===== config.mk =====
export PLATFORM = sky130hd
export DESIGN_NAME = srrip_ctrl
export DESIGN_NICKNAME = d
export VERILOG_FILES = /design/src/rtl/core/srrip_pkg.sv /design/src/rtl/core/srrip_ctrl.sv
export SDC_FILE = /design/constraint.sdc
export NUM_CORES = 1
export LEC_CHECK = 0
export BUFFER_PORTS_ARGS = -buffer_cell sky130_fd_sc_hd__clkbuf_2
export CORE_AREA = 2 2 39 41
export CTS_CLUSTER_DIAMETER = 120
export DETAILED_ROUTE_END_ITERATION = 10
export DIE_AREA = 0 0 41 43
export PLACE_DENSITY = 0.39
export SLEW_MARGIN = 0
export SYNTH_ARGS = -nofsm -noshare
export SYNTH_HDL_FRONTEND = slang
export SYNTH_SLANG_ARGS = --single-unit

===== constraint.sdc =====
create_clock -name clk -period 1.15 [get_ports clk]
set_input_delay 0.115 -clock clk [delete_from_list [all_inputs] [get_ports clk]]
set_output_delay 0.115 -clock clk [all_outputs]
set_load 0.05 [all_outputs]

===== src/rtl/core/srrip_pkg.sv =====
// Shared constants, command and status types for the SRRIP replacement core.
`timescale 1ns / 1ps
`default_nettype none

package srrip_pkg;

  // Fixed field widths of the access and result beats.
  localparam int SET_IDX_W = 10;
  localparam int HIT_WAY_W = 3;
  localparam int VICTIM_W  = 3;

  // Widest set number the range check has to cover (SET_COUNT up to 65536).
  localparam int SET_EXT_W = 17;
  // Widest way number the way checks have to cover (WAY_COUNT up to 32).
  localparam int WAY_EXT_W = 6;

  // Default geometry.
  localparam int DEF_SET_COUNT        = 1024;
  localparam int DEF_WAY_COUNT        = 8;
  localparam int DEF_PREDICTION_WIDTH = 2;

  // Access mode codes.
  localparam logic MODE_MISS = 1'b0;
  localparam logic MODE_HIT  = 1'b1;

  // Commands from the controller to the datapath.
  typedef struct packed {
    logic capture;  // latch the access fields
    logic read;     // read the set's prediction row
    logic calc;     // find the largest prediction value of the row
    logic update;   // write back the row and register the result
    logic clear;    // write one row of the reset pass
  } srrip_cmd_t;

  // Status from the datapath to the controller.
  typedef struct packed {
    logic clr_last;  // the reset pass is at its last row
  } srrip_stat_t;

endpackage

`default_nettype wire


===== src/rtl/core/srrip_ctrl.sv =====
// Controller state machine: reset pass, then read, reduce and update per access.
`timescale 1ns / 1ps
`default_nettype none

module srrip_ctrl
  import srrip_pkg::*;
(
  input  wire logic        clk,
  input  wire logic        rst_n,
  input  wire logic        start,
  output logic             busy,
  output logic             out_valid,
  output srrip_cmd_t       cmd,
  input  wire srrip_stat_t stat
);

  typedef enum logic [4:0] {
    ST_CLEAR = 5'b00001,
    ST_IDLE  = 5'b00010,
    ST_READ  = 5'b00100,
    ST_CALC  = 5'b01000,
    ST_WRITE = 5'b10000
  } state_t;

  state_t state_r, state_nxt;
  logic   out_valid_r;

  // Next state.
  always_comb begin
    state_nxt = state_r;
    case (state_r)
      ST_CLEAR: if (stat.clr_last) state_nxt = ST_IDLE;
      ST_IDLE:  if (start) state_nxt = ST_READ;
      ST_READ:  state_nxt = ST_CALC;
      ST_CALC:  state_nxt = ST_WRITE;
      ST_WRITE: state_nxt = ST_IDLE;
      default:  state_nxt = ST_CLEAR;
    endcase
  end

  // Commands decoded from the state.
  always_comb begin
    cmd.capture = (state_r == ST_IDLE) && start;
    cmd.read    = (state_r == ST_READ);
    cmd.calc    = (state_r == ST_CALC);
    cmd.update  = (state_r == ST_WRITE);
    cmd.clear   = (state_r == ST_CLEAR);
  end

  // State and result strobe registers.
  always_ff @(posedge clk) begin
    if (!rst_n) begin
      state_r     <= ST_CLEAR;
      out_valid_r <= 1'b0;
    end else begin
      state_r     <= state_nxt;
      out_valid_r <= (state_r == ST_WRITE);
    end
  end

  assign busy      = (state_r != ST_IDLE);
  assign out_valid = out_valid_r;

  // A result strobe lasts one cycle and finds the block ready again.
  a_strobe_single: assert property (@(posedge clk) disable iff (!rst_n)
    out_valid |=> !out_valid) else $error("result strobe held for two cycles");
  a_strobe_idle: assert property (@(posedge clk) disable iff (!rst_n)
    out_valid |-> !busy) else $error("result strobe while busy");
  a_accept_read: assert property (@(posedge clk) disable iff (!rst_n)
    (start && !busy) |=> (cmd.read && busy)) else $error("accepted beat not read");

endmodule

`default_nettype wire


==> parameters.txt, run 1 <==
Parameter                              Value

Worst setup path
  Setup slack of the most critical reg-to-reg path    0.06 ns
  Data required time at the worst endpoint    between 1 and 1.5 ns
  Type of destination of the critical path    primary output
  Arrival time of data at the critical path endpoint    roughly 1.2 ns
  Launching element of the worst setup path    state_r[4]
  Crit Reg-Reg Startpoint    state_r[1]
  CP endpoint    cmd[4]
  Highest-delay cell along the critical path    sky130_fd_sc_hd__dfxtp_2
  Endpoint of the lowest-slack register-to-register path    state_r[0]
  Ordered list of cells on the worst path    nor3_4, and3_4, clkbuf_16
  Cell depth of the worst flop-to-flop path    4
  Worst Setup Path Type    reg2out
  CP max stage delay    approximately 0.35 ns
  Biggest fanout along the worst timing path    4
  Type of element launching the critical path    flip-flop

Floorplan
  Standard-cell row count    14
  Die outline area    between 1500 and 2000 um^2
  Die outline height    43 um
  Ports placed on the boundary    11
  X dimension of the die    41 um
  Starting density of the core    20.6%
  Placeable core region    ~1400 um^2

Final layout
  Fraction of layout cells with a size suffix above 1    62.7%
  Synth-to-layout area growth    80.3%
  Count of nets after finishing    57
  Count of non-filler cells in the finished layout    67
  Number of diodes added for antenna fixing    0

Global route
  Most Crowded Layer GR    met2
  Met1 track utilization from global routing    13.0%
  Maximum number of pins on one net before global-route repair    8
  Global routing usage summed across all routing layers    11.5%
  Global routing usage on met3    around a tenth
  First-pass GRT wire length    1270 um
  Met2 Track Usage GR    between 10% and 20%
  Initial antenna violation count    0
  Via count of the first global-routing pass    319
  Overflow left after global routing    0

Pwr
  Areal power density over the cells    ~1400 nW/um^2
  Maximum resistive drop on vdd    0.535 mV
  Pleak    between 0.2 and 0.25 nW

Drt
  Detailed router's first-iteration violation count    6
  Vias per cell    4.46
  Via count    299
  Post-route DRC    0
  Per-cell routed wire length    10.9 um
  DRT Wirelength    around 730 um
  Antenna Nets Post-Route    0
  Number of iterations in the first detailed-routing pass    2

CTS
  Clock-pin slew on the worst setup and hold paths    about 0.050 ns
  TritonCTS sink count    6
  Clock root buffer master    sky130_fd_sc_hd__clkbuf_4
  Number of buffers inserted by post-CTS setup repair    0
  Depth of the CTS H-tree    1
  Number of CTS-inserted buffers    3
  Clock latency of the later-clocked register in the worst-skew pair    0.25 ns
  Number of buffers on the longest clock path    2
  CTS tree    built

Timing
  Max Fclk    about 760 MHz
  Final setup TNS    -0.608 ns
  Setup repair after global routing missed its margin    yes
  Setup WS post-layout    -0.161 ns
  Endpoints failing setup    6
  Measured slew at the worst slew-check pin    0.274 ns
  Setup Skew    0.00568 ns
  Final count of hold timing violations    0
  Fraction of the cycle the final worst path needs    114%
  Max-slew violation total from the final report    0
  Shortest period the worst path allows    around 1.3 ns
  Slew headroom    81.8%

Synth
  FF+latch count, synth    6
  Number of nets in the synthesized netlist    38
  Avg Synthesized Cell Area    8.39 um^2
  Synth warn    0
  Gate count after technology mapping    34
  Post-Synthesis Cell Area    285 um^2
  Sequential-to-total area share from yosys stat    42.1%
  Number of distinct standard cells referenced by the synthesized netlist    17

Placement
  Total placed cells including tap cells    64
  Detailed Place HPWL    525 um
  RD Place Congestion    0.753
  Count of input and output buffers    10

Run status
  Run status    finished, violations left
  Failing checks    setup timing

Run
  Max Cap Viol    0

Min path
  Path type of the worst min-delay path    in2reg
-- area by class of cell --
type,count,area (um^2)
fill,153,870
multi-input combinational,23,181
timing repair buffer,14,145
sequential,6,126
clock buffer,3,22.5
tap,16,20.0
inverter,5,18.8
-- cells by family after synthesis --
logic type	share of synthesized area, %
flops	42.1
simple gates	37.7
compound gates	13.6
buf+inv	6.58
-- power by group --
group | leakage, nW | internal [mW] | total, mW | switching, mW
Clock | 0.0138 | 0.118 | 0.194 | 0.0761
Combinational | 0.178 | 0.121 | 0.256 | 0.134
Sequential | 0.0505 | 0.230 | 0.263 | 0.0336
Total | 0.242 | 0.469 | 0.713 | 0.244
-- per-layer routing --
layer	up-vias	part of all wire (%)	wire, um
met3	0	5.9	43
li1	150	-	-
met4	0	0	0
met5	-	0	0
met1	145	38	281
met2	4	56	407
-- cells in the mapped netlist --
| cell type | number | area, um^2 |
|---|---|---|
| sky130_fd_sc_hd__and3_1 | 2 | 12.5 |
| sky130_fd_sc_hd__nand3b_1 | 1 | 7.51 |
| sky130_fd_sc_hd__nor2b_1 | 2 | 12.5 |
| sky130_fd_sc_hd__a31o_1 | 1 | 8.76 |
| sky130_fd_sc_hd__nor3_4 | 1 | 16.3 |
| sky130_fd_sc_hd__nor2_2 | 1 | 6.26 |
| sky130_fd_sc_hd__dfxtp_1 | 6 | 120 |
| sky130_fd_sc_hd__nor2_1 | 4 | 15.0 |
| sky130_fd_sc_hd__o21ai_0 | 1 | 5.00 |
| sky130_fd_sc_hd__o311ai_1 | 1 | 8.76 |
| sky130_fd_sc_hd__a41o_1 | 1 | 10.0 |
| sky130_fd_sc_hd__and2_1 | 2 | 12.5 |
| sky130_fd_sc_hd__inv_1 | 5 | 18.8 |
| sky130_fd_sc_hd__nor3b_1 | 1 | 7.51 |
| sky130_fd_sc_hd__a31oi_1 | 1 | 6.26 |
| sky130_fd_sc_hd__nand3_1 | 2 | 10.0 |
| sky130_fd_sc_hd__nand2_1 | 2 | 7.51 |
-- worst min-delay path by stage --
stage	slack [ns]	to	cells after the start	start
CTS	0.11	state_r[2]	2	rst_n
global placement	0.37	state_r[2]	2	rst_n
global route	0.12	state_r[2]	2	rst_n
detailed placement	0.36	state_r[2]	2	rst_n
finish	0.12	state_r[2]	2	rst_n
floorplan	0.24	state_r[2]	1	rst_n
-- flip-flops by register name, summed over array words and instances, names as in the netlist --
register,flops
state_r,5
out_valid,1
-- per-stage QoR --
step                hold slack (ns)  instance area, um^2  setup WS (ns)  util (%)  power (mW)
floorplan                     0.237                  287        0.00544         -       0.391
global placement              0.373                  387        -0.0401      27.9       0.458
detailed placement            0.363                  387        -0.0334      27.9       0.454
CTS                           0.111                  505         -0.171      36.5       0.713
global route                  0.125                  514         -0.235      37.2       0.765
finish                        0.117                  514         -0.161      37.2       0.713
-- cell usage in the layout (no fill, tap or decap), drive strengths merged --
cell type / instances
a31o: 1
a31oi: 1
a41o: 1
and2: 2
and3: 2
buf: 5
clkbuf: 12
dfxtp: 6
inv: 5
nand2: 2
nand3: 2
nand3b: 1
nor2: 5
nor2b: 2
nor3: 1
nor3b: 1
o21ai: 1
o311ai: 1
-- critical path: cells and delay by family, from the launching register on --
| kind | cells | cell delay (ns) |
|---|---|---|
| simple gates | 2 | 0.44 |
| flops | 1 | 0.35 |
| buf+inv | 1 | 0.16 |
-- repair_timing --
action | 4_1_cts | 5_1_grt
pin swaps | 2 | 1
endpoints found under the hold margin | 0 | 0
setup endpoints to repair | 7 | 7
gates resized for setup | 25 | 3
hold buffers | 0 | 0
No activity file was read; power rests on OpenSTA's default activity.
==> inputs of run 2 (changes only) <==
--- a/config.mk
+++ b/config.mk
@@ -6,10 +6,13 @@
 export NUM_CORES = 1
 export LEC_CHECK = 0
 export BUFFER_PORTS_ARGS = -buffer_cell sky130_fd_sc_hd__clkbuf_2
+export CAP_MARGIN = 25
 export CORE_AREA = 2 2 39 41
+export CTS_BUF_LIST = sky130_fd_sc_hd__clkbuf_16
 export CTS_CLUSTER_DIAMETER = 120
 export DETAILED_ROUTE_END_ITERATION = 10
 export DIE_AREA = 0 0 41 43
+export MAX_ROUTING_LAYER = met4
 export PLACE_DENSITY = 0.39
 export SLEW_MARGIN = 0
 export SYNTH_ARGS = -nofsm -noshare
==> parameters.txt, run 2 (synthesized netlist as in run 1, its figures left out) <==
Parameter                              Value

Run status
  Run status    finished, violations left
  Failing checks    setup timing

Global route
  Global routing usage summed across all routing layers    12.7%
  Maximum number of pins on one net before global-route repair    8
  Overflow left after global routing    0
  Via count of the first global-routing pass    ~300
  First-pass GRT wire length    1260 um
  Initial antenna violation count    0

Timing
  Setup Skew    0.00136 ns
  Endpoints failing setup    6
  Max Fclk    766 MHz
  Shortest period the worst path allows    1.30 ns
  Slew headroom    81.8%
  Fraction of the cycle the final worst path needs    113%
  Setup repair after global routing missed its margin    yes
  Measured slew at the worst slew-check pin    between 0.2 and 0.3 ns
  Final count of hold timing violations    0
  Setup WS post-layout    -0.155 ns
  Max-slew violation total from the final report    0

Drt
  DRT Wirelength    790 um
  Via count    303
  Number of iterations in the first detailed-routing pass    4
  Routed met1 length    ~290 um
  Per-cell routed wire length    11.8 um
  Met2 layer wire length in the routed design    416 um
  Highest layer used for signal routing    met4
  Antenna Nets Post-Route    0
  Vias per cell    4.52
  Detailed router's first-iteration violation count    5
  Wire length on met3    between 40 and 50 um
  Post-route DRC    0

Pwr
  Pleak    0.266 nW
  Total power draw    1.08 mW
  Maximum resistive drop on vdd    0.943 mV
  Areal power density over the cells    1900 nW/um^2

CTS
  Clock-pin slew on the worst setup and hold paths    0.03 ns
  Number of buffers on the longest clock path    2
  TritonCTS sink count    6
  Depth of the CTS H-tree    1
  Clock root buffer master    sky130_fd_sc_hd__clkbuf_16
  Hold-fix buffers at CTS    0
  Clock latency of the later-clocked register in the worst-skew pair    around 0.23 ns
  Number of buffers inserted by post-CTS setup repair    0
  CTS tree    built
  Number of CTS-inserted buffers    3

Final layout
  Largest register FFs    5
  Largest register by flop count    state_r
  Fraction of layout cells with a size suffix above 1    60.8%
  Number of diodes added for antenna fixing    0
  Top library cells by usage in the layout, fill and taps aside    sky130_fd_sc_hd__dfxtp_2 (5), sky130_fd_sc_hd__inv_1 (4), sky130_fd_sc_hd__clkbuf_16 (4), sky130_fd_sc_hd__clkbuf_2 (4), sky130_fd_sc_hd__buf_4 (4)
  Most frequent standard cell in the layout excluding fill and tap cells    sky130_fd_sc_hd__dfxtp_2
  Synth-to-layout area growth    99.1%
  Count of non-filler cells in the finished layout    67
  Count of nets after finishing    57

Worst setup path
  Highest-delay cell along the critical path    sky130_fd_sc_hd__dfxtp_2
  Type of element launching the critical path    flip-flop
  CP max stage delay    0.34 ns
  Worst Setup Path Type    reg2out
  Arrival time of data at the critical path endpoint    1.19 ns
  Cell depth of the worst flop-to-flop path    4
  Data required time at the worst endpoint    around 1.0 ns
  Type of destination of the critical path    primary output
  Ordered list of cells on the worst path    nor3_4, and3_4, clkbuf_16
  Biggest fanout along the worst timing path    4

Placement
  RD Place Congestion    0.763
  Detailed Place HPWL    525 um
  Count of input and output buffers    10
  Total placed cells including tap cells    64

Run
  Max Cap Viol    0

Floorplan
  Standard-cell row count    14
  Die outline area    1760 um^2
  Placeable core region    1380 um^2
  X dimension of the die    roughly 41 um
  Ports placed on the boundary    11
  Starting density of the core    20.6%
  Die outline height    ~43 um

Min path
  Path type of the worst min-delay path    in2reg
  Worst Hold Depth    2
run 2: per-layer routing:
| layer | global-route usage [%] | vias to the layer above |
|---|---|---|
| li1 | - | 150 |
| met1 | 11.7 | 144 |
| met2 | 16.9 | 5 |
| met3 | 9.42 | 4 |
| met4 | 10.0 | 0 |
| met5 | - | - |
run 2: worst max-delay path: cells and delay by family (launching register included):
kind                   cells  cell delay, ns
buffers and inverters      1            0.15
AND/OR/NAND/NOR            2            0.47
flip-flops                 1            0.34
run 2: final timing paths:
| kind | start | end | slack (ns) |
|---|---|---|---|
| setup / recovery | state_r[3] | cmd[4] | -0.15 |
| hold reg to reg | state_r[0] | state_r[1] | 0.59 |
| setup reg to reg | state_r[1] | state_r[0] | 0.03 |
| hold / removal | rst_n | state_r[2] | 0.13 |
run 2: through the flow:
step	TNS [ns]	setup slack, ns	hold WS, ns	area (um^2)	utilization, %
finish	-0.548	-0.155	0.131	568	41.0
detailed placement	-0.0341	-0.0334	0.363	387	27.9
global placement	-0.102	-0.0401	0.373	387	27.9
global route	-0.920	-0.199	0.156	568	41.0
floorplan	0	0.00544	0.237	287	-
CTS	-0.563	-0.144	0.133	547	39.5
run 2: area by class of cell:
cell class	count	area [um^2]
Timing Repair Buffer	14	146
Fill cell	143	816
Multi-Input combinational cell	23	181
Clock buffer	3	75.1
Tap cell	16	20.0
Inverter	5	18.8
Sequential cell	6	126
run 2: what timing repair did:
| item | CTS | global route |
|---|---|---|
| endpoints found under the setup margin | 6 | 7 |
| pin swaps | 3 | 0 |
| gates resized for setup | 22 | 7 |
run 2: power breakdown:
group          switching, mW  internal [mW]
registers             0.0371          0.230
logic                  0.136          0.121
clock network          0.112          0.446
total                  0.285          0.797
==> inputs of run 3 (changes only) <==
--- a/config.mk
+++ b/config.mk
@@ -14,6 +14,7 @@
 export DIE_AREA = 0 0 41 43
 export MAX_ROUTING_LAYER = met4
 export PLACE_DENSITY = 0.39
+export SKIP_CTS_REPAIR_TIMING = 1
 export SLEW_MARGIN = 0
 export SYNTH_ARGS = -nofsm -noshare
 export SYNTH_HDL_FRONTEND = slang
==> parameters.txt, run 3 (synthesized netlist as in run 1, its figures left out) <==
Parameter                              Value

Run status
  Run status    finished, violations left
  Failing checks    setup timing

CTS
  Number of CTS-inserted buffers    3
  Clock-pin slew on the worst setup and hold paths    0.03 ns
  Clock root buffer master    sky130_fd_sc_hd__clkbuf_16
  Clock latency of the later-clocked register in the worst-skew pair    ~0.23 ns
  Depth of the CTS H-tree    1
  CTS tree    built
  TritonCTS sink count    6
  Number of buffers on the longest clock path    2

Timing
  Final count of hold timing violations    0
  Post-route worst hold slack    0.132 ns
  Max-slew violation total from the final report    0
  Max Fclk    789 MHz
  Setup WS post-layout    -0.117 ns
  Slew headroom    81.8%
  Endpoints failing setup    6
  Final setup TNS    -0.416 ns
  Shortest period the worst path allows    1.27 ns
  Setup Skew    0.00166 ns
  Fraction of the cycle the final worst path needs    110%
  Measured slew at the worst slew-check pin    between 0.2 and 0.3 ns
  Setup repair after global routing missed its margin    yes

Floorplan
  Standard-cell row count    14
  Placeable core region    1380 um^2
  X dimension of the die    roughly 41 um
  Die outline area    1760 um^2
  Ports placed on the boundary    11
  Die outline height    between 40 and 50 um
  Starting density of the core    20.6%

Final layout
  Largest register FFs    5
  Area of all placed cells without fillers    546 um^2
  Fin util    39.4%
  Synth-to-layout area growth    91.2%
  Fraction of layout cells with a size suffix above 1    58.8%
  Number of diodes added for antenna fixing    0
  Fillcell total    152
  Top library cells by usage in the layout, fill and taps aside    sky130_fd_sc_hd__inv_1 (5), sky130_fd_sc_hd__buf_6 (5), sky130_fd_sc_hd__clkbuf_2 (4), sky130_fd_sc_hd__buf_4 (4), sky130_fd_sc_hd__dfxtp_2 (4)
  Count of nets after finishing    57
  Count of non-filler cells in the finished layout    67
  Largest register by flop count    state_r

Placement
  Setup slack at placement    -0.0334 ns
  Total placed cells including tap cells    64
  Area post-placement    between 300 and 400 um^2
  RD Place Congestion    about 0.76
  Detailed Place HPWL    525 um
  Count of input and output buffers    10

Global route
  Via count of the first global-routing pass    285
  Maximum number of pins on one net before global-route repair    8
  Overflow left after global routing    0
  First-pass GRT wire length    1180 um
  Met1 track utilization from global routing    11.7%
  Most Crowded Layer GR    met2
  Met2 Track Usage GR    roughly 14%
  Global routing usage on met3    9.42%
  Initial antenna violation count    0
  Global routing usage summed across all routing layers    11.9%

Worst setup path
  Setup slack of the most critical reg-to-reg path    roughly 0.05 ns
  Type of element launching the critical path    flip-flop
  Biggest fanout along the worst timing path    4
  Data required time at the worst endpoint    1.03 ns
  Arrival time of data at the critical path endpoint    1.15 ns
  Worst Setup Path Type    reg2out
  Type of destination of the critical path    primary output

Min path
  Path type of the worst min-delay path    in2reg

Drt
  Number of iterations in the first detailed-routing pass    4
  Post-route DRC    0
  Detailed router's first-iteration violation count    4
  DRT Wirelength    between 700 and 800 um
  Vias per cell    4.55
  Antenna Nets Post-Route    0
  Per-cell routed wire length    around 11 um
  Via count    305

Pwr
  Total power draw    1.07 mW
  Areal power density over the cells    1970 nW/um^2
  Maximum resistive drop on vdd    0.952 mV
  Pleak    0.260 nW

Run
  Max Cap Viol    0
## run 3: cell types whose count changed in the layout (fill, tap and decap cells not counted)
cell and delta:
sky130_fd_sc_hd__clkbuf_8 -3, sky130_fd_sc_hd__clkbuf_16 -1, sky130_fd_sc_hd__dfxtp_4 +1, sky130_fd_sc_hd__dfxtp_2 -1, sky130_fd_sc_hd__buf_6 +5, sky130_fd_sc_hd__buf_8 -1, sky130_fd_sc_hd__inv_2 -1, sky130_fd_sc_hd__inv_1 +1
## run 3: cell type report
type / count / area, um^2 / share of cell area (%)
Clock buffer: 3 / 75.1 / 13.8
Tap cell: 16 / 20.0 / 3.67
Multi-Input combinational cell: 23 / 181 / 33.3
Timing Repair Buffer: 14 / 121 / 22.2
Sequential cell: 6 / 129 / 23.6
Inverter: 5 / 18.8 / 3.44
## run 3: power by group
| group | internal, mW | switching (mW) |
|---|---|---|
| clock network | 0.446 | 0.114 |
| logic | 0.111 | 0.133 |
| registers | 0.232 | 0.0365 |
| total | 0.789 | 0.283 |
## run 3: per-layer routing
metal | vias up | wire length, um
li1 | 151 | -
met1 | 145 | 283
met2 | 5 | 397
met3 | 4 | 38
met4 | 0 | 35
met5 | - | 0
## run 3: critical path, stage by stage (launching register included)
cell and delay (ns):
sky130_fd_sc_hd__dfxtp_2 0.34, sky130_fd_sc_hd__nor3_4 0.22, sky130_fd_sc_hd__and3_4 0.22, sky130_fd_sc_hd__buf_8 0.14
## run 3: final timing paths
kind / startpoint / end / cells past startpoint
worst min-delay path: rst_n / state_r[2] / 2
worst max register to register: state_r[1] / state_r[0] / 4
worst min register to register: state_r[0] / state_r[1] / 2
worst max-delay path: state_r[3] / cmd[4] / 3
